===== src/hdl/asp_pkg.sv =====
// ============================================================================
// ANSI escape sequence parser package
// Shared types, command codes and color helpers for the parser blocks.
// ============================================================================
package asp_pkg;

    localparam int unsigned CMD_W   = 5;
    localparam int unsigned ARG_W   = 16;
    localparam int unsigned GLYPH_W = 7;
    localparam int unsigned RGB_W   = 24;
    localparam int unsigned DIM_W   = 12;

    localparam logic [CMD_W-1:0] CMD_GLYPH   = 5'd0;
    localparam logic [CMD_W-1:0] CMD_CR      = 5'd1;
    localparam logic [CMD_W-1:0] CMD_NL      = 5'd2;
    localparam logic [CMD_W-1:0] CMD_BS      = 5'd3;
    localparam logic [CMD_W-1:0] CMD_TAB     = 5'd4;
    localparam logic [CMD_W-1:0] CMD_ED      = 5'd5;
    localparam logic [CMD_W-1:0] CMD_EL      = 5'd6;
    localparam logic [CMD_W-1:0] CMD_UP      = 5'd7;
    localparam logic [CMD_W-1:0] CMD_DOWN    = 5'd8;
    localparam logic [CMD_W-1:0] CMD_RIGHT   = 5'd9;
    localparam logic [CMD_W-1:0] CMD_LEFT    = 5'd10;
    localparam logic [CMD_W-1:0] CMD_COLUMN  = 5'd11;
    localparam logic [CMD_W-1:0] CMD_ROW     = 5'd12;
    localparam logic [CMD_W-1:0] CMD_POS     = 5'd13;
    localparam logic [CMD_W-1:0] CMD_NEXTLN  = 5'd14;
    localparam logic [CMD_W-1:0] CMD_REPEAT  = 5'd15;
    localparam logic [CMD_W-1:0] CMD_INSERT  = 5'd16;
    localparam logic [CMD_W-1:0] CMD_DELCH   = 5'd17;
    localparam logic [CMD_W-1:0] CMD_DELLN   = 5'd18;
    localparam logic [CMD_W-1:0] CMD_SIZE    = 5'd19;
    localparam logic [CMD_W-1:0] CMD_ATTR    = 5'd20;

    localparam logic [0:0] REG_COLUMNS = 1'b0;
    localparam logic [0:0] REG_ROWS    = 1'b1;

    localparam logic [GLYPH_W-1:0] GLYPH_UNKNOWN = 7'h3F;
    localparam logic [RGB_W-1:0]   FG_DEFAULT    = 24'hC0C0C0;
    localparam logic [RGB_W-1:0]   BG_DEFAULT    = 24'h000000;

    typedef enum logic [2:0] {
        PH_GROUND,
        PH_ESC,
        PH_SKIP,
        PH_PARAM,
        PH_INTER,
        PH_WALK
    } phase_t;

    typedef enum logic [2:0] {
        EM_NONE,
        EM_GROUND,
        EM_QMARK,
        EM_FINAL,
        EM_SGR
    } emit_t;

    typedef enum logic [2:0] {
        WM_NORM,
        WM_DEPTH,
        WM_INDEX,
        WM_RED,
        WM_GREEN,
        WM_BLUE
    } walk_mode_t;

    typedef struct packed {
        logic  clear_seq;
        logic  param_byte;
        logic  inter_byte;
        logic  final_push;
        logic  start_walk;
        logic  walk_step;
        emit_t emit;
    } cmd_t;

    typedef struct packed {
        logic byte_esc;
        logic byte_lbracket;
        logic byte_paren;
        logic byte_ignore;
        logic byte_param;
        logic byte_inter;
        logic byte_final;
        logic pbytes_full;
        logic inter_full;
        logic final_sgr;
        logic walk_last;
        logic out_blocked;
    } stat_t;

    function automatic logic [RGB_W-1:0] base16(input logic [3:0] idx);
        logic [RGB_W-1:0] c;
        begin
            case (idx)
                4'd0:    c = 24'h000000;
                4'd1:    c = 24'hC00000;
                4'd2:    c = 24'h00C000;
                4'd3:    c = 24'h808000;
                4'd4:    c = 24'h0000C0;
                4'd5:    c = 24'h800080;
                4'd6:    c = 24'h008080;
                4'd7:    c = 24'hC0C0C0;
                4'd8:    c = 24'h606060;
                4'd9:    c = 24'hFF0000;
                4'd10:   c = 24'h00FF00;
                4'd11:   c = 24'hFFFF00;
                4'd12:   c = 24'h0000FF;
                4'd13:   c = 24'hFF00FF;
                4'd14:   c = 24'h00FFFF;
                default: c = 24'hFFFFFF;
            endcase
            return c;
        end
    endfunction

    // 256-entry palette: base colors, 6x6x6 cube and grey ramp.
    function automatic logic [RGB_W-1:0] palette(input logic [ARG_W-1:0] idx);
        logic [7:0] k;
        logic [7:0] rem;
        logic [2:0] r6;
        logic [2:0] g6;
        logic [2:0] b6;
        logic [7:0] grey;
        logic [RGB_W-1:0] c;
        begin
            k    = idx[7:0] - 8'd16;
            r6   = (k >= 8'd180) ? 3'd5 : (k >= 8'd144) ? 3'd4 : (k >= 8'd108) ? 3'd3 :
                   (k >= 8'd72) ? 3'd2 : (k >= 8'd36) ? 3'd1 : 3'd0;
            rem  = k - 8'(r6) * 8'd36;
            g6   = (rem >= 8'd30) ? 3'd5 : (rem >= 8'd24) ? 3'd4 : (rem >= 8'd18) ? 3'd3 :
                   (rem >= 8'd12) ? 3'd2 : (rem >= 8'd6) ? 3'd1 : 3'd0;
            b6   = 3'(rem - 8'(g6) * 8'd6);
            grey = 8'((idx[7:0] - 8'd231) * 4'd10);
            if (idx > 16'd255)
                c = 24'h000000;
            else if (idx < 16'd16)
                c = base16(idx[3:0]);
            else if (idx < 16'd232)
                c = {8'(r6) * 8'd51, 8'(g6) * 8'd51, 8'(b6) * 8'd51};
            else
                c = {grey, grey, grey};
            return c;
        end
    endfunction

endpackage


===== src/hdl/asp_ctrl.sv =====
// ============================================================================
// ANSI parser controller
// Parse phase state machine; issues commands to the datapath.
// ============================================================================
module asp_ctrl
(
    input  logic           clk,
    input  logic           rst_n,
    input  logic           in_valid,
    output logic           in_stall,
    input  asp_pkg::stat_t st,
    output asp_pkg::cmd_t  cmd
);
    import asp_pkg::*;

    phase_t state_reg;
    phase_t state_next;
    logic   accept;

    assign in_stall = (state_reg == PH_WALK) | st.out_blocked;
    assign accept   = in_valid & ~in_stall;

    always_ff @(posedge clk or negedge rst_n)
    begin
        if (!rst_n)
            state_reg <= PH_GROUND;
        else
            state_reg <= state_next;
    end

    always_comb
    begin
        state_next = state_reg;
        case (state_reg)
            PH_GROUND:
            begin
                if (accept && st.byte_esc)
                    state_next = PH_ESC;
            end
            PH_ESC:
            begin
                if (accept)
                    state_next = st.byte_lbracket ? PH_PARAM :
                                 st.byte_paren ? PH_SKIP : PH_GROUND;
            end
            PH_SKIP:
            begin
                if (accept)
                    state_next = PH_GROUND;
            end
            PH_PARAM, PH_INTER:
            begin
                if (accept)
                begin
                    if (state_reg == PH_PARAM && st.byte_param)
                        state_next = st.pbytes_full ? PH_GROUND : PH_PARAM;
                    else if (st.byte_inter)
                        state_next = st.inter_full ? PH_GROUND : PH_INTER;
                    else if (st.byte_final && st.final_sgr)
                        state_next = PH_WALK;
                    else
                        state_next = PH_GROUND;
                end
            end
            PH_WALK:
            begin
                if (st.walk_last)
                    state_next = PH_GROUND;
            end
            default: state_next = PH_GROUND;
        endcase
    end

    always_comb
    begin
        cmd = '0;
        cmd.emit = EM_NONE;
        case (state_reg)
            PH_GROUND:
            begin
                if (accept)
                    cmd.emit = EM_GROUND;
            end
            PH_ESC:
            begin
                if (accept)
                begin
                    cmd.clear_seq = st.byte_lbracket;
                    if (!st.byte_lbracket && !st.byte_paren && !st.byte_ignore)
                        cmd.emit = EM_QMARK;
                end
            end
            PH_PARAM, PH_INTER:
            begin
                if (accept)
                begin
                    if (state_reg == PH_PARAM && st.byte_param)
                        cmd.param_byte = ~st.pbytes_full;
                    else if (st.byte_inter)
                        cmd.inter_byte = ~st.inter_full;
                    else if (st.byte_final)
                    begin
                        cmd.final_push = 1'b1;
                        cmd.start_walk = st.final_sgr;
                        if (!st.final_sgr)
                            cmd.emit = EM_FINAL;
                    end
                end
            end
            PH_WALK:
            begin
                cmd.walk_step = 1'b1;
                if (st.walk_last)
                    cmd.emit = EM_SGR;
            end
            default: cmd.emit = EM_NONE;
        endcase
    end

endmodule


===== src/hdl/asp_datapath.sv =====
// ============================================================================
// ANSI parser datapath
// Parameter collection, command decode, SGR walk and the result register.
// ============================================================================
module asp_datapath
#(
    parameter int unsigned PARAM_BYTES_MAX  = 16,
    parameter int unsigned PARAM_SLOTS      = 8,
    parameter int unsigned INTERMEDIATE_MAX = 16
)
(
    input  logic                            clk,
    input  logic                            rst_n,
    input  logic [7:0]                      in_byte,
    input  logic                            cfg_we,
    input  logic [0:0]                      cfg_index,
    input  logic [asp_pkg::DIM_W-1:0]       cfg_data,
    input  asp_pkg::cmd_t                   cmd,
    output asp_pkg::stat_t                  st,
    output logic                            out_valid,
    input  logic                            out_stall,
    output logic [asp_pkg::CMD_W-1:0]       command,
    output logic [asp_pkg::ARG_W-1:0]       arg_first,
    output logic [asp_pkg::ARG_W-1:0]       arg_second,
    output logic [asp_pkg::GLYPH_W-1:0]     glyph,
    output logic [asp_pkg::RGB_W-1:0]       fg_rgb,
    output logic [asp_pkg::RGB_W-1:0]       bg_rgb,
    output logic                            bold,
    output logic                            italic,
    output logic                            underline
);
    import asp_pkg::*;

    localparam int unsigned SW = $clog2(PARAM_SLOTS + 1);
    localparam int unsigned IW = $clog2(PARAM_SLOTS);
    localparam int unsigned BW = $clog2(PARAM_BYTES_MAX + 1);
    localparam int unsigned NW = $clog2(INTERMEDIATE_MAX + 1);

    logic [DIM_W-1:0] cols_reg;
    logic [DIM_W-1:0] rows_reg;

    logic [ARG_W-1:0] store_reg [PARAM_SLOTS];
    logic [SW-1:0]    cnt_reg;
    logic [SW-1:0]    cnt_next;
    logic [BW-1:0]    pbytes_reg;
    logic [NW-1:0]    inter_reg;
    logic [ARG_W-1:0] acc_reg;
    logic [ARG_W-1:0] acc_next;
    logic             digits_reg;
    logic             digits_next;
    logic             nc_reg;
    logic [GLYPH_W-1:0] last_glyph_reg;

    logic [RGB_W-1:0] fg_reg;
    logic [RGB_W-1:0] fg_next;
    logic [RGB_W-1:0] bg_reg;
    logic [RGB_W-1:0] bg_next;
    logic [2:0]       attr_reg;
    logic [2:0]       attr_next;

    walk_mode_t       mode_reg;
    walk_mode_t       mode_next;
    logic [SW-1:0]    idx_reg;
    logic [SW-1:0]    num_reg;
    logic             isfg_reg;
    logic             isfg_next;
    logic [7:0]       red_reg;
    logic [7:0]       green_reg;

    logic             out_valid_reg;
    logic [CMD_W-1:0] cmd_out_reg;
    logic [ARG_W-1:0] a1_reg;
    logic [ARG_W-1:0] a2_reg;
    logic [GLYPH_W-1:0] gl_reg;
    logic [RGB_W-1:0] fgo_reg;
    logic [RGB_W-1:0] bgo_reg;
    logic [2:0]       attro_reg;

    // Byte classes.
    logic is_digit;
    logic is_printable;
    assign is_digit     = (in_byte >= 8'h30) && (in_byte <= 8'h39);
    assign is_printable = (in_byte >= 8'h20) && (in_byte <= 8'h7E);

    // Accumulator update for a decimal digit, saturating at the top of range.
    logic [19:0] acc_mul;
    assign acc_mul = {1'b0, acc_reg, 3'b000} + {3'b000, acc_reg, 1'b0} + {16'd0, in_byte[3:0]};

    // Effective parameters seen by a final byte, including the pending value.
    logic          push_ok;
    logic [SW-1:0] cnt_eff;
    logic [SW-1:0] num_eff;
    logic [ARG_W-1:0] p0;
    logic [ARG_W-1:0] p1;
    assign push_ok = digits_reg && (cnt_reg < SW'(PARAM_SLOTS));
    assign cnt_eff = cnt_reg + SW'(push_ok);
    assign num_eff = (cnt_eff == '0) ? SW'(1) : cnt_eff;
    assign p0 = (cnt_reg != '0) ? store_reg[0] : (push_ok ? acc_reg : '0);
    assign p1 = (cnt_reg > SW'(1)) ? store_reg[1] :
                ((cnt_reg == SW'(1)) && push_ok) ? acc_reg : '0;

    logic final_common;
    assign final_common = ~nc_reg && !((in_byte >= 8'h70) && (in_byte <= 8'h7E));

    always_comb
    begin
        st.byte_esc      = (in_byte == 8'h1B);
        st.byte_lbracket = (in_byte == 8'h5B);
        st.byte_paren    = (in_byte == 8'h28) || (in_byte == 8'h29);
        st.byte_ignore   = (in_byte == 8'h3D) || (in_byte == 8'h3E) ||
                           (in_byte == 8'h0E) || (in_byte == 8'h0F);
        st.byte_param    = (in_byte >= 8'h30) && (in_byte <= 8'h3F);
        st.byte_inter    = (in_byte >= 8'h20) && (in_byte <= 8'h2F);
        st.byte_final    = (in_byte >= 8'h40) && (in_byte <= 8'h7E);
        st.pbytes_full   = (pbytes_reg >= BW'(PARAM_BYTES_MAX));
        st.inter_full    = (inter_reg >= NW'(INTERMEDIATE_MAX));
        st.final_sgr     = final_common && (in_byte == 8'h6D);
        st.walk_last     = (idx_reg + SW'(1)) >= num_reg;
        st.out_blocked   = out_valid_reg & out_stall;
    end

    // Result of a byte in the ground phase.
    logic             g_valid;
    logic [CMD_W-1:0] g_cmd;
    logic [GLYPH_W-1:0] g_glyph;
    always_comb
    begin
        g_valid = 1'b1;
        g_cmd   = CMD_GLYPH;
        g_glyph = '0;
        case (in_byte)
            8'h0D:   g_cmd = CMD_CR;
            8'h0A:   g_cmd = CMD_NL;
            8'h08:   g_cmd = CMD_BS;
            8'h09:   g_cmd = CMD_TAB;
            8'h07:   g_valid = 1'b0;
            8'h1B:   g_valid = 1'b0;
            default: g_glyph = is_printable ? in_byte[6:0] : GLYPH_UNKNOWN;
        endcase
    end

    // Result of a CSI final byte other than SGR.
    logic             f_valid;
    logic [CMD_W-1:0] f_cmd;
    logic [ARG_W-1:0] f_a1;
    logic [ARG_W-1:0] f_a2;
    logic [GLYPH_W-1:0] f_glyph;
    logic [ARG_W-1:0] p0_less;
    logic [ARG_W-1:0] p1_less;
    logic [ARG_W-1:0] p0_min1;
    assign p0_less = (p0 != '0) ? p0 - ARG_W'(1) : '0;
    assign p1_less = (p1 != '0) ? p1 - ARG_W'(1) : '0;
    assign p0_min1 = (p0 != '0) ? p0 : ARG_W'(1);

    always_comb
    begin
        f_valid = final_common;
        f_cmd   = CMD_GLYPH;
        f_a1    = '0;
        f_a2    = '0;
        f_glyph = '0;
        case (in_byte)
            8'h4A:
            begin
                if (p0 <= ARG_W'(3))
                begin
                    f_cmd = CMD_ED;
                    f_a1  = p0;
                end
                else
                    f_glyph = GLYPH_UNKNOWN;
            end
            8'h4B:
            begin
                if (p0 <= ARG_W'(2))
                begin
                    f_cmd = CMD_EL;
                    f_a1  = p0;
                end
                else
                    f_glyph = GLYPH_UNKNOWN;
            end
            8'h41: begin f_cmd = CMD_UP;     f_a1 = p0;      end
            8'h42: begin f_cmd = CMD_DOWN;   f_a1 = p0;      end
            8'h43: begin f_cmd = CMD_RIGHT;  f_a1 = p0;      end
            8'h44: begin f_cmd = CMD_LEFT;   f_a1 = p0;      end
            8'h47: begin f_cmd = CMD_COLUMN; f_a1 = p0_less; end
            8'h64: begin f_cmd = CMD_ROW;    f_a1 = p0_less; end
            8'h48, 8'h66:
            begin
                f_cmd = CMD_POS;
                f_a1  = p0_less;
                f_a2  = p1_less;
            end
            8'h53: f_cmd = CMD_NEXTLN;
            8'h6D: f_valid = 1'b0;
            8'h6E:
            begin
                f_cmd   = CMD_SIZE;
                f_a1    = ARG_W'(cols_reg);
                f_a2    = ARG_W'(rows_reg);
                f_valid = final_common && (num_eff == SW'(1)) && (p0 == ARG_W'(6));
            end
            8'h62:
            begin
                f_cmd   = CMD_REPEAT;
                f_a1    = p0;
                f_glyph = last_glyph_reg;
                f_valid = final_common && (p0 != '0);
            end
            8'h40: begin f_cmd = CMD_INSERT; f_a1 = p0_min1; end
            8'h50: begin f_cmd = CMD_DELCH;  f_a1 = p0_min1; end
            8'h4D: begin f_cmd = CMD_DELLN;  f_a1 = p0_min1; end
            default: f_glyph = GLYPH_UNKNOWN;
        endcase
    end

    // SGR walk: one stored parameter per cycle.
    logic [ARG_W-1:0] n;
    logic             more1;
    logic             more3;
    logic [RGB_W-1:0] ext_color;
    logic             ext_set;
    assign n     = (idx_reg < cnt_reg) ? store_reg[idx_reg[IW-1:0]] : '0;
    assign more1 = ({1'b0, idx_reg} + (SW+1)'(1)) < {1'b0, num_reg};
    assign more3 = ({1'b0, idx_reg} + (SW+1)'(3)) < {1'b0, num_reg};

    always_comb
    begin
        fg_next   = fg_reg;
        bg_next   = bg_reg;
        attr_next = attr_reg;
        mode_next = mode_reg;
        isfg_next = isfg_reg;
        ext_set   = 1'b0;
        ext_color = palette(n);
        if (cmd.walk_step)
        begin
            case (mode_reg)
                WM_NORM:
                begin
                    if (n == 16'd0)
                    begin
                        fg_next   = FG_DEFAULT;
                        bg_next   = BG_DEFAULT;
                        attr_next = '0;
                    end
                    else if (n == 16'd1)  attr_next[0] = 1'b1;
                    else if (n == 16'd3)  attr_next[1] = 1'b1;
                    else if (n == 16'd4)  attr_next[2] = 1'b1;
                    else if (n == 16'd7)
                    begin
                        fg_next = bg_reg;
                        bg_next = fg_reg;
                    end
                    else if (n == 16'd22) attr_next[0] = 1'b0;
                    else if (n == 16'd23) attr_next[1] = 1'b0;
                    else if (n == 16'd24) attr_next[2] = 1'b0;
                    else if (n == 16'd39) fg_next = FG_DEFAULT;
                    else if (n == 16'd49) bg_next = BG_DEFAULT;
                    else if (n >= 16'd30 && n <= 16'd37) fg_next = base16({1'b0, n[2:0] + 3'd2});
                    else if (n >= 16'd40 && n <= 16'd47) bg_next = base16({1'b0, n[2:0]});
                    else if (n >= 16'd90 && n <= 16'd97) fg_next = base16({1'b1, n[2:0] + 3'd6});
                    else if (n >= 16'd100 && n <= 16'd107)
                        bg_next = base16({1'b1, n[2:0] + 3'd4});
                    else if ((n == 16'd38 || n == 16'd48) && more1)
                    begin
                        mode_next = WM_DEPTH;
                        isfg_next = (n == 16'd38);
                    end
                end
                WM_DEPTH:
                begin
                    if (n == 16'd5 && more1)
                        mode_next = WM_INDEX;
                    else if (n == 16'd2 && more3)
                        mode_next = WM_RED;
                    else
                        mode_next = WM_NORM;
                end
                WM_INDEX:
                begin
                    ext_set   = 1'b1;
                    mode_next = WM_NORM;
                end
                WM_RED:   mode_next = WM_GREEN;
                WM_GREEN: mode_next = WM_BLUE;
                WM_BLUE:
                begin
                    ext_color = {red_reg, green_reg, n[7:0]};
                    ext_set   = 1'b1;
                    mode_next = WM_NORM;
                end
                default: mode_next = WM_NORM;
            endcase
            if (ext_set)
            begin
                if (isfg_reg)
                    fg_next = ext_color;
                else
                    bg_next = ext_color;
            end
        end
    end

    always_ff @(posedge clk)
    begin
        if (mode_reg == WM_RED)
            red_reg <= n[7:0];
        if (mode_reg == WM_GREEN)
            green_reg <= n[7:0];
        isfg_reg <= isfg_next;
    end

    // Parameter collection.
    always_comb
    begin
        cnt_next    = cnt_reg;
        acc_next    = acc_reg;
        digits_next = digits_reg;
        if (cmd.clear_seq)
        begin
            cnt_next    = '0;
            acc_next    = '0;
            digits_next = 1'b0;
        end
        else if (cmd.param_byte)
        begin
            if (is_digit)
            begin
                acc_next    = (acc_mul > 20'd65535) ? 16'hFFFF : acc_mul[15:0];
                digits_next = 1'b1;
            end
            else if (in_byte == 8'h3B)
            begin
                cnt_next    = cnt_eff;
                acc_next    = '0;
                digits_next = 1'b0;
            end
        end
        else if (cmd.final_push)
        begin
            cnt_next    = cnt_eff;
            acc_next    = '0;
            digits_next = 1'b0;
        end
    end

    always_ff @(posedge clk)
    begin
        if ((cmd.final_push || (cmd.param_byte && in_byte == 8'h3B)) && push_ok)
            store_reg[cnt_reg[IW-1:0]] <= acc_reg;
    end

    always_ff @(posedge clk or negedge rst_n)
    begin
        if (!rst_n)
        begin
            cols_reg       <= DIM_W'(80);
            rows_reg       <= DIM_W'(25);
            cnt_reg        <= '0;
            pbytes_reg     <= '0;
            inter_reg      <= '0;
            acc_reg        <= '0;
            digits_reg     <= 1'b0;
            nc_reg         <= 1'b0;
            last_glyph_reg <= '0;
            fg_reg         <= FG_DEFAULT;
            bg_reg         <= BG_DEFAULT;
            attr_reg       <= '0;
            mode_reg       <= WM_NORM;
            idx_reg        <= '0;
            num_reg        <= SW'(1);
        end
        else
        begin
            if (cfg_we && cfg_index == REG_COLUMNS)
                cols_reg <= cfg_data;
            if (cfg_we && cfg_index == REG_ROWS)
                rows_reg <= cfg_data;
            cnt_reg    <= cnt_next;
            acc_reg    <= acc_next;
            digits_reg <= digits_next;
            if (cmd.clear_seq)
            begin
                pbytes_reg <= '0;
                inter_reg  <= '0;
                nc_reg     <= 1'b0;
            end
            else
            begin
                if (cmd.param_byte)
                begin
                    pbytes_reg <= pbytes_reg + BW'(1);
                    if (!is_digit && in_byte != 8'h3B)
                        nc_reg <= 1'b1;
                end
                if (cmd.inter_byte)
                    inter_reg <= inter_reg + NW'(1);
            end
            if (cmd.emit == EM_GROUND && is_printable)
                last_glyph_reg <= in_byte[6:0];
            fg_reg   <= fg_next;
            bg_reg   <= bg_next;
            attr_reg <= attr_next;
            if (cmd.start_walk)
            begin
                mode_reg <= WM_NORM;
                idx_reg  <= '0;
                num_reg  <= num_eff;
            end
            else if (cmd.walk_step)
            begin
                mode_reg <= mode_next;
                idx_reg  <= idx_reg + SW'(1);
            end
        end
    end

    // Result register.
    logic load;
    always_comb
    begin
        case (cmd.emit)
            EM_GROUND: load = g_valid;
            EM_QMARK:  load = 1'b1;
            EM_FINAL:  load = f_valid;
            EM_SGR:    load = 1'b1;
            default:   load = 1'b0;
        endcase
    end

    always_ff @(posedge clk or negedge rst_n)
    begin
        if (!rst_n)
            out_valid_reg <= 1'b0;
        else if (load)
            out_valid_reg <= 1'b1;
        else if (!out_stall)
            out_valid_reg <= 1'b0;
    end

    always_ff @(posedge clk)
    begin
        if (load)
        begin
            fgo_reg   <= fg_next;
            bgo_reg   <= bg_next;
            attro_reg <= attr_next;
            case (cmd.emit)
                EM_GROUND:
                begin
                    cmd_out_reg <= g_cmd;
                    a1_reg      <= '0;
                    a2_reg      <= '0;
                    gl_reg      <= g_glyph;
                end
                EM_FINAL:
                begin
                    cmd_out_reg <= f_cmd;
                    a1_reg      <= f_a1;
                    a2_reg      <= f_a2;
                    gl_reg      <= f_glyph;
                end
                EM_SGR:
                begin
                    cmd_out_reg <= CMD_ATTR;
                    a1_reg      <= '0;
                    a2_reg      <= '0;
                    gl_reg      <= '0;
                end
                default:
                begin
                    cmd_out_reg <= CMD_GLYPH;
                    a1_reg      <= '0;
                    a2_reg      <= '0;
                    gl_reg      <= GLYPH_UNKNOWN;
                end
            endcase
        end
    end

    assign out_valid  = out_valid_reg;
    assign command    = cmd_out_reg;
    assign arg_first  = a1_reg;
    assign arg_second = a2_reg;
    assign glyph      = gl_reg;
    assign fg_rgb     = fgo_reg;
    assign bg_rgb     = bgo_reg;
    assign bold       = attro_reg[0];
    assign italic     = attro_reg[1];
    assign underline  = attro_reg[2];

endmodule


===== src/hdl/ansi_escape_sequence_parser_top.sv =====
// ============================================================================
// ANSI escape sequence parser, top level
// Decodes a terminal output byte stream into screen commands with attributes.
// ============================================================================
// A result is registered and visible in the cycle after the byte beat that causes it;
// an SGR result is loaded only once the walk over its parameters (1 to PARAM_SLOTS) ends.
// Throughput: one byte per cycle, except that an SGR final byte holds the input
// for that walk, and a waiting result beat holds it until taken downstream.
// Reset: asynchronous, active low; parser returns to ground, colors to
// light grey on black, screen size to 80 by 25.
module ansi_escape_sequence_parser_top
#(
    parameter int unsigned PARAM_BYTES_MAX  = 16,
    parameter int unsigned PARAM_SLOTS      = 8,
    parameter int unsigned INTERMEDIATE_MAX = 16
)
(
    input  logic                            clk,
    input  logic                            rst_n,
    input  logic                            in_valid,
    output logic                            in_stall,
    input  logic [7:0]                      in_byte,
    output logic                            out_valid,
    input  logic                            out_stall,
    output logic [asp_pkg::CMD_W-1:0]       command,
    output logic [asp_pkg::ARG_W-1:0]       arg_first,
    output logic [asp_pkg::ARG_W-1:0]       arg_second,
    output logic [asp_pkg::GLYPH_W-1:0]     glyph,
    output logic [asp_pkg::RGB_W-1:0]       fg_rgb,
    output logic [asp_pkg::RGB_W-1:0]       bg_rgb,
    output logic                            bold,
    output logic                            italic,
    output logic                            underline,
    input  logic                            cfg_valid,
    output logic                            cfg_ready,
    input  logic [0:0]                      cfg_index,
    input  logic [asp_pkg::DIM_W-1:0]       cfg_data
);
    import asp_pkg::*;

    cmd_t  cmd;
    stat_t st;

    // Configuration writes are always taken; they are written straight into the size registers.
    assign cfg_ready = 1'b1;

    // The controller walks the parse phases and tells the datapath what to
    // do with each accepted byte beat.
    asp_ctrl u_ctrl
    (
        .clk      (clk),
        .rst_n    (rst_n),
        .in_valid (in_valid),
        .in_stall (in_stall),
        .st       (st),
        .cmd      (cmd)
    );

    // The datapath holds parameters, colors and the output register.
    asp_datapath
    #(
        .PARAM_BYTES_MAX  (PARAM_BYTES_MAX),
        .PARAM_SLOTS      (PARAM_SLOTS),
        .INTERMEDIATE_MAX (INTERMEDIATE_MAX)
    )
    u_dp
    (
        .clk        (clk),
        .rst_n      (rst_n),
        .in_byte    (in_byte),
        .cfg_we     (cfg_valid & cfg_ready),
        .cfg_index  (cfg_index),
        .cfg_data   (cfg_data),
        .cmd        (cmd),
        .st         (st),
        .out_valid  (out_valid),
        .out_stall  (out_stall),
        .command    (command),
        .arg_first  (arg_first),
        .arg_second (arg_second),
        .glyph      (glyph),
        .fg_rgb     (fg_rgb),
        .bg_rgb     (bg_rgb),
        .bold       (bold),
        .italic     (italic),
        .underline  (underline)
    );

endmodule


===== config.mk =====
export PLATFORM = sky130hd
export DESIGN_NAME = ansi_escape_sequence_parser_top
export DESIGN_NICKNAME = d
export VERILOG_FILES = /design/src/hdl/asp_pkg.sv /design/src/hdl/asp_ctrl.sv /design/src/hdl/asp_datapath.sv /design/src/hdl/ansi_escape_sequence_parser_top.sv
export SDC_FILE = /design/constraint.sdc
export NUM_CORES = 1
export LEC_CHECK = 0
export ABC_AREA = 0
export ABC_CLOCK_PERIOD_IN_PS = 13790
export BUFFER_PORTS_ARGS = -buffer_cell sky130_fd_sc_hd__buf_2
export CAP_MARGIN = 10
export CORE_MARGIN = 1.5
export CORE_UTILIZATION = 35
export CTS_CLUSTER_SIZE = 24
export DETAILED_ROUTE_END_ITERATION = 10
export GPL_TIMING_DRIVEN = 0
export SYNTH_ARGS = -nofsm -noshare
export SYNTH_HDL_FRONTEND = slang
export SYNTH_SLANG_ARGS = --single-unit

===== constraint.sdc =====
create_clock -name clk -period 13.79 [get_ports clk]
set_clock_uncertainty 0.2 [all_clocks]
set_input_delay 0 -clock clk [delete_from_list [all_inputs] [get_ports clk]]
set_output_delay 0 -clock clk [all_outputs]
set_load 0.005 [all_outputs]

**Yosys cells after proc, flatten, opt, wreduce, memory -nomap -nowiden**

Memory sizes are Yosys's and may differ from the RTL's.
Cells that the tools add are included.
Widths: inputs -> output; s select.

- Word-level logic and storage cells: 464
- Memories: 4
- Memory bits (writable): 128
- Input bits: 26
- Memory bits (read-only): 480
- Latch bits: 0
- Register bits after elaboration: 241

- Divide/modulo/power cells: 0
- Order comparisons: 40
- Reduce and logical (&&, ||, !) cells: 72
- Muxes and demuxes: 178
- Multipliers: 6
- Bitwise operators: 22
- Add/sub/neg operators: 17
- Equality and inequality tests: 98
- Shifts and indexed selects: 0

Memory list:

| memory | depth | width | rd ports | clocked after memory_dff | write ports | line | RTL |
|---|---|---|---|---|---|---|---|
| (name not given) | 16 | 24 | 1 | 0 | 0 | asp_pkg.sv:96 | `case (idx)` |
| u_dp.store_reg | 8 | 16 | 3 | 0 | 1 | asp_datapath.sv:42 | `logic [ARG_W-1:0] store_reg [PARAM_SLOTS];` |
| (name not given) | 8 | 6 | 1 | 0 | 0 | asp_pkg.sv:96 |  |
| (name not given) | 8 | 6 | 1 | 0 | 0 | asp_pkg.sv:96 |  |

Operators with widths:

| operator | count |
|---|---|
| $mux 24 | 39 |
| $pmux 24 s7 | 2 |
| $mux 16 | 16 |
| $eq 8x7->1 const B | 18 |
| $mux 3 | 47 |
| $pmux 16 s6 | 1 |
| $pmux 5 s15 | 1 |
| $eq 16x3->1 const B | 4 |
| $eq 16x6->1 const B | 4 |
| $eq 16x5->1 const B | 3 |
| $eq 8x4->1 const B | 6 |
| $ne 3x3->1 const B | 16 |
| $eq 8x6->1 const B | 5 |
| $mux 4 | 10 |
| $pmux 3 s4 | 3 |
| $eq 3x3->1 const B | 11 |
| $eq 16x2->1 const B | 2 |
| $ge 16x7->1 const B | 2 |
| $ge 8x7->1 const B | 4 |
| $le 16x2->1 const B | 2 |
| $le 16x6->1 const B | 2 |
| $le 16x7->1 const B | 2 |
| $mux 1 | 32 |
| $pmux 16 s2 | 1 |
| 81 further kinds | 200 |

**Logic depth before layout (Yosys ltp)**

Gate-level depths: netlist of run 1.

- Word-level depth: 27
- Gate-level depth with buffers: 40
- Depth with buffers taken out: 37

**Hierarchy**

Synthesis of run 1 repeated with hierarchy kept, for this count alone.

- Cell total of the unflattened synthesis: 2182
- Area total of the unflattened synthesis: 22002.4 µm²

Modules (own cells, without submodules):

| module | cells an instance | area an instance (µm²) | sequential area each (µm²) | times used |
|---|---|---|---|---|
| asp_datapath | 2127 | 21579.4 | 10375.0 | 1 |
| asp_ctrl | 53 | 411.6 | 75.1 | 1 |
| ansi_escape_sequence_parser_top | 2 | 11.3 | 0.0 | 1 |

**Worst setup path after synthesis of run 1**

OpenSTA, ideal clock, no wires.

- Path kind: flip-flop to flip-flop
- Start point: register u_dp.cnt_reg[0]
- End point: register u_dp.a1_reg[0] (netlist: u_dp.arg_first[0]) (enable)
- Period minus slack after synthesis: 14263 ps
- Library setup time: 876 ps
- Buffers on the path: 1
- Stages on the path, launching flop included: 12
- Arrival: 13188 ps
- Slack: -473 ps
- Required time: 12714 ps
- Cell sequence: dfrtp_1 > clkbuf_1 > nor4_2 > a22oi_1 > ha_1 > inv_1 > or3_1 > nor3_1 > a21boi_0 > o22ai_1 > o311a_1 > o311ai_0

- Cells in the longest elaborated chain, start to end: 10
- Elaborated cells between the ends (all ways): 16
- Classes of those cells: 1 x add/sub; 1 x order compare; 2 x eq/ne; 5 x mux; 7 x reduce/logical

RTL lines:

| what | line | RTL |
|---|---|---|
| start: declaration | asp_datapath.sv:43 | `logic [SW-1:0] cnt_reg;` |
| start signal: assignment | asp_datapath.sv:381 | `cnt_reg <= cnt_next;` |
| $lt 4x4->1 | asp_datapath.sv:95 | `assign push_ok = digits_reg && (cnt_reg < SW'(PARAM_SLOTS));` |
| $logic_and 1x1->1 | asp_datapath.sv:95 |  |
| $add 4x1->4 | asp_datapath.sv:96 | `assign cnt_eff = cnt_reg + SW'(push_ok);` |
| $logic_not 4->1 | asp_datapath.sv:97 | `assign num_eff = (cnt_eff == '0) ? SW'(1) : cnt_eff;` |
| $mux 4 | asp_datapath.sv:97 |  |
| $eq 4x1->1 | asp_datapath.sv:202 | `f_valid = final_common && (num_eff == SW'(1)) && (p0 == ARG_W'(6));` |
| $logic_and 1x1->1 (2 in series) | asp_datapath.sv:202 |  |
| $pmux 1 s3 (*) | asp_datapath.sv:162 | `case (in_byte)` |
| $pmux 1 s3 (*) | asp_datapath.sv:424 | `case (cmd.emit)` |
| via u_dp.load | asp_datapath.sv:421 | `logic load;` |
| end signal: assignment | asp_datapath.sv:454 | `a1_reg <= '0;` |
| end signal: assignment | asp_datapath.sv:461 | `a1_reg <= f_a1;` |
| end signal: assignment | asp_datapath.sv:468 | `a1_reg <= '0;` |
| end: declaration | asp_datapath.sv:72 | `logic [ARG_W-1:0] a1_reg;` |

Mark *: on every way through the listed nets, which the timed path passes. The rest lies on a longest branch.
A chain may end at the register's enable or synchronous reset.

**Worst setup path in the final report of run 1**

- Start point: register u_dp.cnt_reg[1]
- End point: register u_dp.bgo_reg[6] (netlist: u_dp.bg_rgb[6]) (data pin)

- Cells in the longest elaborated chain, start to end: 27
- Elaborated cells between the ends (all ways): 88
- Classes of those cells: 5 x add/sub; 4 x mul; 22 x order compare; 15 x eq/ne; 34 x mux; 6 x reduce/logical; 2 x memory

RTL lines:

| what | line | RTL |
|---|---|---|
| $lt 4x4->1 (*) | asp_datapath.sv:224 | `assign n = (idx_reg < cnt_reg) ? store_reg[idx_reg[IW-1:0]] : '0;` |
| $mux 16 (*) | asp_datapath.sv:224 |  |
| via u_dp.n[4] | asp_datapath.sv:219 | `logic [ARG_W-1:0] n;` |
| $sub 8x5->8 | asp_pkg.sv:128 | `k = idx[7:0] - 8'd16;` |
| $ge 8x6->1 | asp_pkg.sv:130 | `(k >= 8'd72) ? 3'd2 : (k >= 8'd36) ? 3'd1 : 3'd0;` |
| $mux 1 | asp_pkg.sv:130 |  |
| $mux 3 | asp_pkg.sv:130 |  |
| $mux 3 (3 in series) | asp_pkg.sv:129 | `r6 = (k >= 8'd180) ? 3'd5 : (k >= 8'd144) ? 3'd4 : (k >= 8'd108) ? 3'd3 :` |
| [11 not listed] | n/a |  |
| $mux 24 | asp_pkg.sv:140 | `else if (idx < 16'd232)` |
| $mux 24 | asp_pkg.sv:138 | `else if (idx < 16'd16)` |
| $mux 24 | asp_pkg.sv:136 | `if (idx > 16'd255)` |
| $mux 24 | asp_datapath.sv:239 | `case (mode_reg)` |
| $mux 24 | asp_datapath.sv:298 | `if (isfg_reg)` |
| $mux 24 (*) | asp_datapath.sv:296 | `if (ext_set)` |
| $mux 24 (*) | asp_datapath.sv:237 | `if (cmd.walk_step)` |
| via u_dp.bg_next[6] | asp_datapath.sv:57 | `logic [RGB_W-1:0] bg_next;` |
| end signal: assignment | asp_datapath.sv:448 | `bgo_reg <= bg_next;` |
| end: declaration | asp_datapath.sv:76 | `logic [RGB_W-1:0] bgo_reg;` |

Marks and branches as above.

==> results of run 1 <==
[through the flow]
step	worst slack, ps	util	power (W)	std cells
2_1_floorplan	3510	-	0.00148	2105
3_3_place_gp	181	0.382	0.00161	3007
3_5_place_dp	3950	0.386	0.00161	3020
4_1_cts	3860	0.414	0.00271	3126
5_1_grt	3050	0.414	0.00278	3126
6_report	3700	0.414	0.00269	3126
[layout make-up]
| cell class | instances | area share |
|---|---|---|
| clock inverters | 18 | 0.00838 |
| flip-flops and latches | 369 | 0.416 |
| well taps | 782 | 0.0390 |
| multi-input cells | 1564 | 0.415 |
| plain buffers | 105 | 0.0193 |
| inverters | 67 | 0.0100 |
| repair buffers | 166 | 0.0467 |
| clock buffers | 55 | 0.0450 |
[timing repair]
item                                   CTS  global route
hold buffers                            33             0
endpoints found under the hold margin  177             0
resized for setup                        0             0
[cells in the mapped netlist, types with 7 or more instances]
master	number
o22ai_1	29
dfstp_2	12
a221o_1	23
or3_1	22
or2_2	11
nor3_1	64
o21ai_1	15
a21o_1	11
xnor2_1	43
nand4_1	21
clkbuf_1	72
buf_2	15
mux2i_1	26
nor2_1	214
nand3_1	60
a211oi_1	17
a31oi_1	27
a22o_1	15
mux2_2	43
nor2b_1	27
nor4_1	17
o21ai_0	120
mux4_2	11
a21oi_1	144
nand2_1	185
nand2b_1	22
o31ai_1	14
and2_1	7
ha_1	94
edfxtp_1	240
o21bai_1	8
o21a_1	11
inv_1	67
a22oi_1	65
xor2_1	25
buf_1	7
o211ai_1	17
o221ai_1	19
and3_1	15
a221oi_1	15
dfrtp_1	117
[kinds of logic after synthesis]
group | count (synthesis)
buf+inv | 172
mux | 84
flops | 369
other cells | 1
fa+ha+maj | 99
compound gates | 622
simple gates | 690
xor+xnor | 68
[worst max-delay path by stage]
stage	from	end
after CTS	u_dp.cnt_reg[1]	u_dp.bg_rgb[6]
after detailed placement	u_dp.cnt_reg[1]	u_dp.bg_rgb[6]
after floorplan	u_dp.cnt_reg[0]	u_dp.arg_first[0]
after global placement	u_dp.cnt_reg[0]	u_dp.fg_rgb[16]
after global routing	u_dp.cnt_reg[1]	u_dp.fg_rgb[6]
final	u_dp.cnt_reg[1]	u_dp.bg_rgb[6]
[metal layers]
metal | up-vias | routed length, um
met4 | 2 | 3690
li1 | 8407 | -
met3 | 194 | 4530
met5 | - | 22
met1 | 9203 | 30900
met2 | 810 | 37000
[critical path, delay by kind of cell (launching register included)]
kind            cells  cell delay (ps)
flops               1              410
xor+xnor            4              640
fa+ha+maj           7             2130
simple gates        3             1040
compound gates     13             3690
buf+inv             7             1700
[where the power goes]
part           switching [W]  internal [W]
Sequential         0.0000318       0.00129
Combinational       0.000149      0.000116
Clock               0.000475      0.000622
==> reports/qor.yml, run 1 <==
synthesis:
  synth_edf_count: 240
  synth.distinct_cells: 91
  synth.top_cell.area_share: 0.334
  yosys_warnings: 0
  synth-adder-area-share: 0.0588
  synth_mux_area_frac: 0.0482
  yosysSeqAreaShare: 0.485
  synthSimpleGateAreaFrac: 0.151
  syn-cell-area_um2: 21600
  synth_top_cell_by_area: "edfxtp_1"
  synth_xor_area_frac: 0.0276
  dominantRegCellSynth: "edfxtp_1"
  synthTopCellsByArea: "edfxtp_1 (33%), dfrtp_1 (14%), ha_1 (5.5%)"
  synth_top_family_by_area: "compound AO/OA/AOI/OAI gates"
  synth.avg_cell_area_um2: 10.2
  syn_nets: 2229
  synth_cells: 2105
  synth_compound_area_frac: 0.195
  ys_seq_elements: 369
  async_reset_ff_frac: 0.350
routing:
  viasPerCell: 5.96
  ant_nets: 0
  vias: 18616
  wl_mm: 76.1
  drt-wirelength-per-cell_um: 24.3
  drt_first_pass_iters: 6
  first_iter_violations: 1733
  drc: 0
sta:
  report.final.slew_viol_count: 0
  finalSetupTns_ps: 0
  whs_ps: 26.7
  max_slew.worst_pin.slew_ps: 1180
  slew_headroom: 0.213
  min_period_ps: 10090
  period_share: 0.732
  rsz0062_at_grt: "false"
  hold_viol: 0
  setup_violations: 0
  fmaxAchievable_mhz: 99.1
global_routing:
  busiest_layer: "met2"
  met1_usage: 0.299
  grt_max_degree: 74
  grt_pass1_wl_mm: 115
  met2_usage: 0.407
  grt_pass1_vias: 18474
  antenna_found_initial: 1
  grt_overflow: 0
  groute.usage.overall: 0.238
  grt_util_met3: 0.0309
pwr:
  leakagePower_nw: 9.72
  irDropWorstVdd_v: 0.0000811
  power.density_nw_per_um2: 107
setup_path:
  end_kind: "flop"
  r2r_slack_ps: 3700
  slowest_delay_ps: 990
  reg2reg_from: "u_dp.cnt_reg[1]"
  slowest_stage: "a211oi_2"
  rr_worst_depth: 34
  cp_data_required_time_ps: 13890
  path_class: "flop to flop"
  crit_fanout: 11
  r2r-end: "u_dp.bg_rgb[6]"
  cpMostUsedCell: "ha_1"
  start_kind: "flop"
  cp.arrival_ps: 10190
finish:
  multiInputGateArea_um2: 10400
  layout_commonest_cell: "edfxtp_1"
  regArea_um2: 10500
  syn2layout_area_growth_pct: 16.4
  most-common-layout-cells: "edfxtp_1 (240), nor2_1 (208), nand2_1 (185)"
  drive_gt1_frac: 0.142
  fin_area_um2: 25100
  fillers: 5801
  fin_nets: 2437
  largest_reg_flops: 128
  n_antenna_cell: 0
placement:
  placed_area_um2: 23400
  io_buffers: 120
  hpwl_mm: 56.6
  routabilityCongestion: 0.999
floorplan:
  die_h_um: 251
  io_pins: 124
  fp.dieW_um: 251
  rows: 90
  initial_core_util: 0.356
  coreArea_um2: 60600
  design.die.area_um2: 63100
clock_tree:
  numCtsBuffers: 40
  clkTransAtPathRegs_ps: 60
  clockBufferDepth: 3
  cts_tree: "done"
  cts.sink_count: 369
  htree_levels: 2
  clkLatencyLatePin_ps: 590
  cts-root-buf: "clkbuf_16"
  cts_setup_buffers: 0
worst_hold_path:
  min_from: "cfg_data[0]"
  hold_end: "u_dp.rows_reg[0]"
  hold_path_class: "input pin to flop"
  hold_depth: 3
run_status:
  status: "completed"
job:
  drv_cap: 0
Note: power is estimated with default switching activity, not from simulation.
==> run 2, diff against run 1 <==
--- a/config.mk
+++ b/config.mk
@@ -5,8 +5,8 @@
 export SDC_FILE = /design/constraint.sdc
 export NUM_CORES = 1
 export LEC_CHECK = 0
-export ABC_AREA = 0
-export ABC_CLOCK_PERIOD_IN_PS = 13790
+export ABC_AREA = 1
+export ABC_CLOCK_PERIOD_IN_PS = 8540
 export BUFFER_PORTS_ARGS = -buffer_cell sky130_fd_sc_hd__buf_2
 export CAP_MARGIN = 10
 export CORE_MARGIN = 1.5
==> constraint.sdc (replaced) <==
create_clock -name clk -period 8.54 [get_ports clk]
set_clock_uncertainty 0.2 [all_clocks]
set_input_delay 0 -clock clk [delete_from_list [all_inputs] [get_ports clk]]
set_output_delay 0 -clock clk [all_outputs]
set_load 0.005 [all_outputs]
==> run 2 against run 1 <==
  * Power grew to 2.7 times the previous value
  * Cell count is 34% higher
  * Sequential share of layout area is 4.0 points lower
  * Combinational power grew to 12 times the previous value
  * First-iteration DRC count is 30% higher
  * Core utilization is 0.36 points lower
  * Critical path depth is 6 higher
  * Global-route usage is 0.74 points lower
  * Critical path type unchanged
==> reports/qor.yml, run 2 <==
routing:
  wl_mm: 82.0
  drc: 0
  ant_nets: 0
  drt_first_pass_iters: 6
  vias: 22251
  viasPerCell: 5.31
  drt-wirelength-per-cell_um: 19.6
  first_iter_violations: 2253
floorplan:
  fp.dieW_um: 265
  die_h_um: 265
  design.die.area_um2: 70100
  io_pins: 124
  coreArea_um2: 67500
  initial_core_util: 0.355
  rows: 95
synthesis:
  synth.avg_cell_area_um2: 7.83
  syn-cell-area_um2: 24000
  ys_seq_elements: 369
  synth.top_cell.area_share: 0.300
  synth_edf_count: 240
  yosysSeqAreaShare: 0.435
  synth_cells: 3065
  yosys_warnings: 0
  synthTopCellsByArea: "edfxtp_1 (30%), nand2_1 (14%), dfrtp_1 (12%)"
  synthTopCellsByCount: "nand2_1 (913), inv_1 (315), edfxtp_1 (240), nand3_1 (224), a21oi_1 (212)"
  dominantRegCellSynth: "edfxtp_1"
  synth.distinct_cells: 70
  async_reset_ff_frac: 0.350
  synth_top_cell_by_area: "edfxtp_1"
  syn_nets: 3189
  synthMostInstantiatedCell: "nand2_1"
job:
  drv_cap: 0
clock_tree:
  numCtsBuffers: 41
  clockBufferDepth: 3
  clkTransAtPathRegs_ps: 60
  clkLatencyLatePin_ps: 610
  htree_levels: 2
  cts_tree: "done"
  cts-root-buf: "clkbuf_16"
  cts.sink_count: 369
global_routing:
  grt_pass1_wl_mm: 125
  grt_overflow: 0
  antenna_found_initial: 1
  grt_max_degree: 91
  grt_pass1_vias: 21356
  groute.usage.overall: 0.231
setup_path:
  rr_worst_depth: 40
  cp.arrival_ps: 8110
  cp_data_required_time_ps: 8620
  path_class: "flop to flop"
  crit_start: "u_dp.cnt_reg[2]"
  slowest_delay_ps: 380
  crit_fanout: 11
  start_kind: "flop"
  end_kind: "flop"
  r2r-end: "u_dp.bg_rgb[6]"
  reg2reg_from: "u_dp.cnt_reg[2]"
  r2r_slack_ps: 520
  slowest_stage: "ha_1"
placement:
  hpwl_mm: 60.9
  routabilityCongestion: 0.996
  io_buffers: 121
worst_hold_path:
  hold_end: "u_dp.rows_reg[4]"
  min_from: "cfg_data[4]"
  hold_depth: 4
  hold_path_class: "input pin to flop"
pwr:
  power.density_nw_per_um2: 264
  irDropWorstVdd_v: 0.000313
  leakagePower_nw: 12.4
sta:
  report.final.slew_viol_count: 0
  max_slew.worst_pin.slew_ps: 1210
  min_period_ps: 8020
  slew_headroom: 0.193
  setup_violations: 0
  fmaxAchievable_mhz: 125
  rsz0062_at_grt: "false"
  finalSetupTns_ps: 0
  hold_viol: 0
  period_share: 0.940
finish:
  syn2layout_area_growth_pct: 15.5
  fillers: 6959
  most-common-layout-cells: "nand2_1 (912), inv_1 (310), edfxtp_1 (240)"
  largest_reg_flops: 128
  drive_gt1_frac: 0.125
  layout_commonest_cell: "nand2_1"
  fin_nets: 3404
  fin_util: 0.411
run_status:
  status: "completed"
-- run 2: worst max path at each step --
stage | end | cells after the start
floorplan | u_dp.bg_rgb[6] | 42
global placement | u_dp.bg_rgb[6] | 41
detailed placement | u_dp.bg_rgb[6] | 41
CTS | u_dp.bg_rgb[6] | 41
global route | u_dp.bg_rgb[6] | 40
finish | u_dp.bg_rgb[6] | 40
-- run 2: cells by family after synthesis --
group           count (synthesis)  share of synthesized area
simple gates                 1493                      0.272
compound gates                580                      0.137
buf+inv                       465                     0.0813
flops                         369                      0.435
fa+ha+maj                      98                     0.0524
xor+xnor                       59                     0.0218
other cells                     1                   0.000156
-- run 2: metal layers --
layer	track usage	wire length, um	up-vias
met5	0	0	-
met4	0.0979	3710	0
met3	0.0413	6100	202
met2	0.379	38000	912
met1	0.299	34200	10466
li1	-	-	10671
-- run 2: power breakdown --
part,total [W],internal (W),switching [W]
sequential,0.00220,0.00212,0.0000745
combinational,0.00332,0.00113,0.00219
clock,0.00180,0.00102,0.000780
total,0.00732,0.00428,0.00305
-- run 2: timing repair --
| action | 4_1_cts | 5_1_grt |
|---|---|---|
| endpoints found under the hold margin | 182 | 0 |
| pin swaps | 0 | 2 |
| setup buffers | 0 | 8 |
| gates resized for setup | 3 | 16 |
| endpoints found under the setup margin | 12 | 22 |
| hold buffers | 35 | 0 |
-- run 2: area by class of cell --
cell class                      count  area [um2]  area share
Inverter                          353        1340      0.0485
Tap cell                          873        1090      0.0394
Antenna cell                        1        2.50   0.0000903
Timing Repair Buffer              173        1160      0.0418
Clock inverter                     17         241     0.00871
Multi-Input combinational cell   2231       11700       0.422
Buffer                            111         626      0.0226
Clock buffer                       59        1120      0.0405
Sequential cell                   369       10500       0.377
-- run 2: stage by stage --
step	setup slack [ps]	hold slack [ps]	instance area (um2)	cells	power [W]
2_1_floorplan	1730	-496	24000	3065	0.00445
6_report	516	26.9	27700	4187	0.00732
3_3_place_gp	-258	56.3	25700	4059	0.00544
4_1_cts	63.1	21.6	27600	4178	0.00729
5_1_grt	8.96	43.0	27700	4186	0.00779
3_5_place_dp	-294	-230	25900	4068	0.00544
-- run 2: worst max-delay path: cells and delay by family (launching register included) --
family                     cells  cell delay (ps)
adders and majority gates      7             1930
AOI/OAI and AO/OA             10             1860
and+or+nand+nor               12             1710
buffers and inverters          7             1120
xor gates and xnor gates       4              550
DFF                            1              310
==> run 3, diff against run 2 <==
==> constraint.sdc (replaced) <==
create_clock -name clk -period 8.54 [get_ports clk]
set_clock_uncertainty 0.2 [all_clocks]
set_input_delay 1.708 -clock clk [delete_from_list [all_inputs] [get_ports clk]]
set_output_delay 1.708 -clock clk [all_outputs]
set_load 0.005 [all_outputs]
==> run 3 against run 2 <==
  * Via count decreased by 0.70%
  * Maximum frequency rose by 0.42%
  * Worst hold slack gained 260 ps
  * Highest routed layer unchanged
  * Die area unchanged
  * Worst setup slack better by 34 ps
  * Core utilization down 0.53 points
  * Count of clock-buffer cells in the layout is the same
  * Clock power is essentially flat
  * Sequential cell count stayed put
  * Power is 0.17% lower
==> reports/qor.yml, run 3 (synthesized netlist as in run 2, its figures left out) <==
routing:
  viasPerCell: 5.32
  ant_nets: 0
  drc: 0
  vias: 22096
  wl_mm: 81.8
  drt-wirelength-per-cell_um: 19.7
  first_iter_violations: 2117
  drt_first_pass_iters: 8
sta:
  hold_viol: 0
  rsz0062_at_grt: "false"
  finalSetupTns_ps: 0
  fmaxAchievable_mhz: 125
  whs_ps: 282
  report.final.slew_viol_count: 0
  slew_headroom: 0.213
  setup_ws_ps: 550
  period_share: 0.936
  max_slew.worst_pin.slew_ps: 1180
  setup_violations: 0
  min_period_ps: 7990
placement:
  placed_area_um2: 25900
  io_buffers: 121
  pre_cts_slack_ps: -294
  routabilityCongestion: 0.996
  hpwl_mm: 60.9
global_routing:
  grt_pass1_wl_mm: 124
  groute.usage.overall: 0.229
  antenna_found_initial: 1
  grt_pass1_vias: 21162
  grt_max_degree: 91
  grt_overflow: 0
setup_path:
  slowest_delay_ps: 380
  r2r_slack_ps: 550
  cp_data_required_time_ps: 8620
  end_kind: "flop"
  cp.arrival_ps: 8070
  start_kind: "flop"
  path_class: "flop to flop"
  slowest_stage: "ha_1"
  critPathTopFamily: "adder cells"
  critical_path_buf_inv_count: 7
  crit_fanout: 11
clock_tree:
  hold_buffers: 0
  clkTransAtPathRegs_ps: 60
  clockBufferDepth: 3
  clkLatencyLatePin_ps: 610
  cts-root-buf: "clkbuf_16"
  cts.sink_count: 369
  numCtsBuffers: 41
  cts_tree: "done"
  htree_levels: 2
pwr:
  internal_power_w: 0.00426
  pwr-share-seq: 0.301
  total_power_w: 0.00731
  p_comb_frac: 0.453
  clkPwrFrac: 0.247
  swShare: 0.417
  irDropWorstVdd_v: 0.000314
  power.density_nw_per_um2: 267
  netSwitchingPower_w: 0.00305
  leakagePower_nw: 12.2
floorplan:
  rows: 95
  fp.dieW_um: 265
  die_h_um: 265
  design.die.area_um2: 70100
  coreArea_um2: 67500
  initial_core_util: 0.355
  io_pins: 124
finish:
  drive_gt1_frac: 0.126
  syn2layout_area_growth_pct: 14.0
  fin_area_um2: 27400
  layout_commonest_cell: "nand2_1"
  fin_nets: 3369
  fillers: 6982
  most-common-layout-cells: "nand2_1 (912), inv_1 (310), edfxtp_1 (240)"
  largest_reg_flops: 128
job:
  drv_cap: 0
worst_hold_path:
  hold_path_class: "flop to flop"
run_status:
  status: "completed"
[run 3: through the flow]
| stage | std cells | util |
|---|---|---|
| after floorplan | 3065 | - |
| after global placement | 4059 | 0.381 |
| after detailed placement | 4068 | 0.383 |
| after CTS | 4143 | 0.403 |
| after global routing | 4151 | 0.405 |
| final | 4152 | 0.405 |
[run 3: routing by layer]
metal | vias to the layer above | track usage | wire (um)
met4 | 0 | 0.0971 | 3500
met2 | 881 | 0.375 | 38100
li1 | 10611 | - | -
met1 | 10423 | 0.298 | 34200
met3 | 181 | 0.0405 | 6000
met5 | - | 0 | 0
[run 3: path summary, 6_finish.rpt]
| path | from | end | cells after the start |
|---|---|---|---|
| max | u_dp.cnt_reg[2] | u_dp.bg_rgb[6] | 40 |
| min | u_dp.num_reg[2] | u_dp.num_reg[2] | 2 |
| max reg2reg | u_dp.cnt_reg[2] | u_dp.bg_rgb[6] | 40 |
| min reg2reg | u_dp.num_reg[2] | u_dp.num_reg[2] | 2 |
| max in group asynchronous | rst_n | u_dp.rows_reg[0] | 2 |
| min in group asynchronous | rst_n | u_dp.bg_reg[11] | 1 |
[run 3: worst register-to-register path, delay by kind of cell, from the launching register on]
| kind | cells | cell delay, ps |
|---|---|---|
| xor gates and xnor gates | 4 | 540 |
| and+or+nand+nor | 12 | 1720 |
| AOI/OAI and AO/OA | 10 | 1850 |
| adders and majority gates | 7 | 1930 |
| buffers and inverters | 7 | 1120 |
| DFF | 1 | 310 |
[run 3: cell type report]
type                            count  area, um2  area share
Sequential cell                   369      10500       0.382
Multi-Input combinational cell   2231      11700       0.427
Tap cell                          873       1090      0.0399
Antenna cell                        1       2.50   0.0000914
Clock buffer                       59       1120      0.0411
Buffer                            111        626      0.0229
Inverter                          353       1340      0.0491
Timing Repair Buffer              138        798      0.0292
Clock inverter                     17        241     0.00882
[run 3: power by group through the flow]
| stage | combinational (W) | clock (W) | sequential (W) |
|---|---|---|---|
| after floorplan | 0.00220 | 0 | 0.00225 |
| after global placement | 0.00318 | 0 | 0.00226 |
| after detailed placement | 0.00321 | 0 | 0.00223 |
| after CTS | 0.00324 | 0.00183 | 0.00220 |
| after global routing | 0.00366 | 0.00190 | 0.00221 |
| final | 0.00331 | 0.00180 | 0.00220 |
[run 3: timing repair]
action,4_1_cts,5_1_grt
endpoints found under the setup margin,12,22
setup buffers,0,8
gates resized for setup,3,16
pin swaps,0,2
endpoints found under the hold margin,0,0
